## config.mk

```make
export PLATFORM = sky130hd
export DESIGN_NAME = mssc_alu
export DESIGN_NICKNAME = d
export VERILOG_FILES = /design/src/hdl/mssc_pkg.sv /design/src/hdl/mssc_alu.sv
export SDC_FILE = /design/constraint.sdc
export NUM_CORES = 1
export LEC_CHECK = 0
export BUFFER_PORTS_ARGS = -buffer_cell sky130_fd_sc_hd__buf_2
export CELL_PAD_IN_SITES_DETAIL_PLACEMENT = 1
export CELL_PAD_IN_SITES_GLOBAL_PLACEMENT = 1
export CORE_UTILIZATION = 30
export DETAILED_ROUTE_END_ITERATION = 10
export PLACE_DENSITY = 0.79
export SETUP_SLACK_MARGIN = 0.05
export SLEW_MARGIN = 20
export SYNTH_ARGS = -nofsm -noshare
export SYNTH_HDL_FRONTEND = slang
export SYNTH_SLANG_ARGS = --single-unit
```

## constraint.sdc

```tcl
create_clock -name vclk -period 6.05
set_input_delay 0.605 -clock vclk [all_inputs]
set_output_delay 0.605 -clock vclk [all_outputs]
set_load 0.05 [all_outputs]
```

## src/hdl/mssc_pkg.sv

```systemverilog
package mssc_pkg;

  localparam int MEM_WORDS = 16384;
  localparam int MEM_AW    = $clog2(MEM_WORDS);

  typedef logic [MEM_AW-1:0] mem_idx_t;

  typedef enum logic [2:0] {
    OP_MEM_WR  = 3'd0,
    OP_EXEC    = 3'd1,
    OP_MEM_RD  = 3'd2,
    OP_REG_RD  = 3'd3,
    OP_RESTART = 3'd4
  } op_t;

  typedef enum logic [2:0] {
    ST_OK        = 3'd0,
    ST_BAD_PC    = 3'd1,
    ST_BAD_OPC   = 3'd2,
    ST_BAD_FUNCT = 3'd3,
    ST_BAD_DADDR = 3'd4,
    ST_HALTED    = 3'd5
  } status_t;

  localparam logic [5:0] OPC_RTYPE = 6'h00;
  localparam logic [5:0] OPC_J     = 6'h02;
  localparam logic [5:0] OPC_BEQ   = 6'h04;
  localparam logic [5:0] OPC_ADDI  = 6'h08;
  localparam logic [5:0] OPC_SLTI  = 6'h0A;
  localparam logic [5:0] OPC_SLTIU = 6'h0B;
  localparam logic [5:0] OPC_LUI   = 6'h0F;
  localparam logic [5:0] OPC_LW    = 6'h23;
  localparam logic [5:0] OPC_SW    = 6'h2B;

  localparam logic [5:0] FN_ADD  = 6'h20;
  localparam logic [5:0] FN_SUB  = 6'h22;
  localparam logic [5:0] FN_AND  = 6'h24;
  localparam logic [5:0] FN_OR   = 6'h25;
  localparam logic [5:0] FN_SLT  = 6'h2A;
  localparam logic [5:0] FN_SLTU = 6'h2B;

  typedef struct packed {
    logic [31:0] res;
    logic [4:0]  dst;
    logic        reg_write;
    logic        mem_read;
    logic        mem_write;
    logic        branch;
    logic        jump;
    status_t     err;
  } exec_ctrl_t;

endpackage

```

## src/hdl/mssc_alu.sv

```systemverilog
module mssc_alu (
  input  logic [31:0]         ir,
  input  logic [31:0]         a,
  input  logic [31:0]         b,
  output mssc_pkg::exec_ctrl_t ctrl
);
  import mssc_pkg::*;

  logic [5:0]  opc;
  logic [5:0]  fn;
  logic [31:0] ext;
  logic [31:0] bop;
  logic        use_imm;

  assign opc = ir[31:26];
  assign fn  = ir[5:0];
  assign ext = {{16{ir[15]}}, ir[15:0]};

  always_comb begin
    ctrl    = '0;
    ctrl.err = ST_OK;
    use_imm = 1'b0;
    ctrl.dst = (opc == OPC_RTYPE) ? ir[15:11] : ir[20:16];
    unique case (opc)
      OPC_RTYPE: begin
        ctrl.reg_write = 1'b1;
      end
      OPC_ADDI, OPC_SLTI, OPC_SLTIU, OPC_LUI: begin
        ctrl.reg_write = 1'b1;
        use_imm        = 1'b1;
      end
      OPC_LW: begin
        ctrl.reg_write = 1'b1;
        ctrl.mem_read  = 1'b1;
        use_imm        = 1'b1;
      end
      OPC_SW: begin
        ctrl.mem_write = 1'b1;
        use_imm        = 1'b1;
      end
      OPC_BEQ: ctrl.branch = 1'b1;
      OPC_J:   ctrl.jump   = 1'b1;
      default: begin
        ctrl.err = ST_BAD_OPC;
      end
    endcase

    bop = use_imm ? ext : b;

    unique case (opc)
      OPC_RTYPE: begin
        unique case (fn)
          FN_ADD:  ctrl.res = a + bop;
          FN_SUB:  ctrl.res = a - bop;
          FN_AND:  ctrl.res = a & bop;
          FN_OR:   ctrl.res = a | bop;
          FN_SLT:  ctrl.res = {31'd0, $signed(a) < $signed(bop)};
          FN_SLTU: ctrl.res = {31'd0, a < bop};
          default: begin
            ctrl.res       = '0;
            ctrl.reg_write = 1'b0;
            ctrl.err       = ST_BAD_FUNCT;
          end
        endcase
      end
      OPC_BEQ:   ctrl.res = a - bop;
      OPC_SLTI:  ctrl.res = {31'd0, $signed(a) < $signed(bop)};
      OPC_SLTIU: ctrl.res = {31'd0, a < bop};
      OPC_LUI:   ctrl.res = {bop[15:0], 16'd0};
      default:   ctrl.res = a + bop;
    endcase
  end

endmodule

```

==> impl_metrics.csv <==
group,metric,value,unit
floorplan,start_util,30.8,%
critical_path,crit_fanout,11,
timing,hold_viol_final,0,
synth,synth_area_per_cell,6.65,um2
synth,synth_most_common_cell,"inv_1",
critical_path,end_kind,"primary output",
status,status,"complete, no violations",
layout,drive_gt1_share,22.0,%
synth,ys_top_cells_by_count,"102 x inv_1, 96 x ha_1, 78 x nor2_1",
timing,slew_headroom,42.2,%
timing,timing.fmax,0.174,GHz
clocking,hold_buffers,0,
clocking,cts_resized,0,
drt,drt_wl_total,22.7,mm
drt,antenna_left,0,
placed_design,gp_congestion,0.922,
placed_design,port_buffers,135,
floorplan,fp.dieW,138,um
critical_path,crit_path_end,"ctrl[44]",
floorplan,io_pins,141,
critical_path,crit_type,"input port to primary output",
floorplan,core_area,0.0180,mm2
global_route,grt_usage,23.2,%
synth,synth_nets,1028,
drt,routedWlPerCell,19.2,um
synth,synth_area,0.00555,mm2
critical_path,worstSetupStartpointType,"input port",
drt,drcViolationCount,0,
timing,setup_viol,0,
layout,seq_cell_count,0,
global_route,grt_pass1_wl,35.1,mm
synth,synth.largest_area_cell,"ha_1",
synth,ys_seq_area_share,0,%
layout,final_area,0.00658,mm2
pwr,power.total,884,uW
global_route,antenna_found_initial,0,
global_route,grtUsageMet3,1.68,%
floorplan,die_h,138,um
layout,final-seq-area,0,um2
synth,synth.area.top_cells,"ha_1 22%, inv_1 6.9%, o21ai_0 5.9%, a21oi_1 5.6%, nor2_1 5.3%",
critical_path,cp_data_arrival_time,5.13,ns
floorplan,row_count,49,
worst_hold_path,holdCritPathClass,"input port to primary output",
layout,n_antenna_cell,0,
critical_path,crit_start,"ir[27]",
timing,post-route-period-util,94.8,%
timing,finalSetupTns,0,ns
timing,tightest_slew,0.864,ns
drt,routed-via-count,6853,
timing,rsz0062_at_grt,"no",
layout,nets,1153,
layout,area_growth,18.7,%
drt,drt_first_pass_iters,5,
synth,synth_top_area_share,21.7,%
global_route,grt_overflow_total,0,
global_route,grt_pass1_vias,6684,
pwr,powerDensity,134,mW/mm2
placed_design,hpwlAfterDp,18.4,mm
timing,drv_slew,0,
layout,clkbuf_count,0,
synth,yosys.cell_types.count,83,
placed_design,place_area,0.00657,mm2
floorplan,dieArea,0.0190,mm2
pwr,ir_drop,0.0658,mV
timing,fin_crit,5.73,ns
critical_path,required,5.44,ns
drt,routed_via_density,5.78,
synth,synthCells,834,
synth,ys_warn_count,0,
clocking,cts_setup_buffers,0,
global_route,busiest_layer,"met2",
drt,first_iter_violations,582,
global_route,grt.met1_usage,31.2,%
job,cap_violations,0,
global_route,grt_max_degree,63,
pwr,p_leak,3.27,nW
global_route,use_met2,39.1,%
kinds of logic (layout without fill, tap and decap cells):
family | count (synthesis) | count (layout) | share of synthesized area [%]
compound gates | 306 | 306 | 38.6
simple gates | 241 | 241 | 21.4
buf+inv | 153 | 276 | 11.3
fa+ha+maj | 98 | 98 | 22.4
mux | 29 | 29 | 5.37
xor+xnor | 6 | 6 | 0.948
other cells | 1 | 1 | 0.0676
stage by stage:
step                utilization [%]  setup WS (ns)  std cells  hold WS (ns)
floorplan                         -          0.398        834          1.50
global placement               36.5          0.408       1186          1.65
detailed placement             36.5          0.343       1186          1.65
CTS                            36.5          0.316       1186          1.66
global route                   36.5         0.0568       1186          1.67
finish                         36.5          0.318       1186          1.66
critical path, cell delays in order:
cell	delay [ns]
buf_2	0.18
nand3_1	0.16
nand2b_1	0.20
a21oi_1	0.25
buf_12	0.18
mux2i_1	0.41
ha_1	0.40
and4_1	0.28
nand2_1	0.09
a21o_1	0.20
o21ai_1	0.27
a311oi_1	0.15
buf_4	0.17
o31ai_1	0.58
nand2b_1	0.15
and4b_1	0.22
o21ai_0	0.18
o2111ai_1	0.18
buf_2	0.26
per-layer routing:
metal,wire [um],share of wire (%)
met1,10200,45
met2,10400,46
met3,1390,6.1
met4,795,3.5
met5,0,0
how the worst min path moves through the flow:
stage	startpoint	endpoint	cells past startpoint
global placement	ir[30]	ctrl[6]	3
detailed placement	ir[30]	ctrl[6]	3
global route	ir[16]	ctrl[8]	3
CTS	ir[30]	ctrl[6]	3
floorplan	ir[30]	ctrl[6]	2
finish	ir[20]	ctrl[12]	3
power breakdown:
part | switching [mW] | internal [mW]
combinational | 0.592 | 0.292
clock | 0 | 0
sequential | 0 | 0
total | 0.592 | 0.292
layout make-up:
cell class / instances / area [um2]
Fill cell: 2421 / 11400
Multi-Input combinational cell: 681 / 4930
Timing Repair Buffer: 174 / 981
Inverter: 102 / 383
Tap cell: 229 / 287
placed cells by master (no fill, tap or decap), types with 11 or more instances in the layout:
cell type / n
nor3_1: 20
inv_1: 102
nand3_1: 14
o211ai_1: 11
nand2_1: 56
nor4_1: 14
buf_4: 38
ha_1: 96
nand2b_1: 12
a221oi_1: 13
a21oi_1: 62
nor2_1: 77
buf_2: 135
o21ai_0: 65
o22ai_1: 28
o21bai_1: 13
mux2i_1: 23
a21o_1: 27
Note: power is estimated with default switching activity, not from simulation.
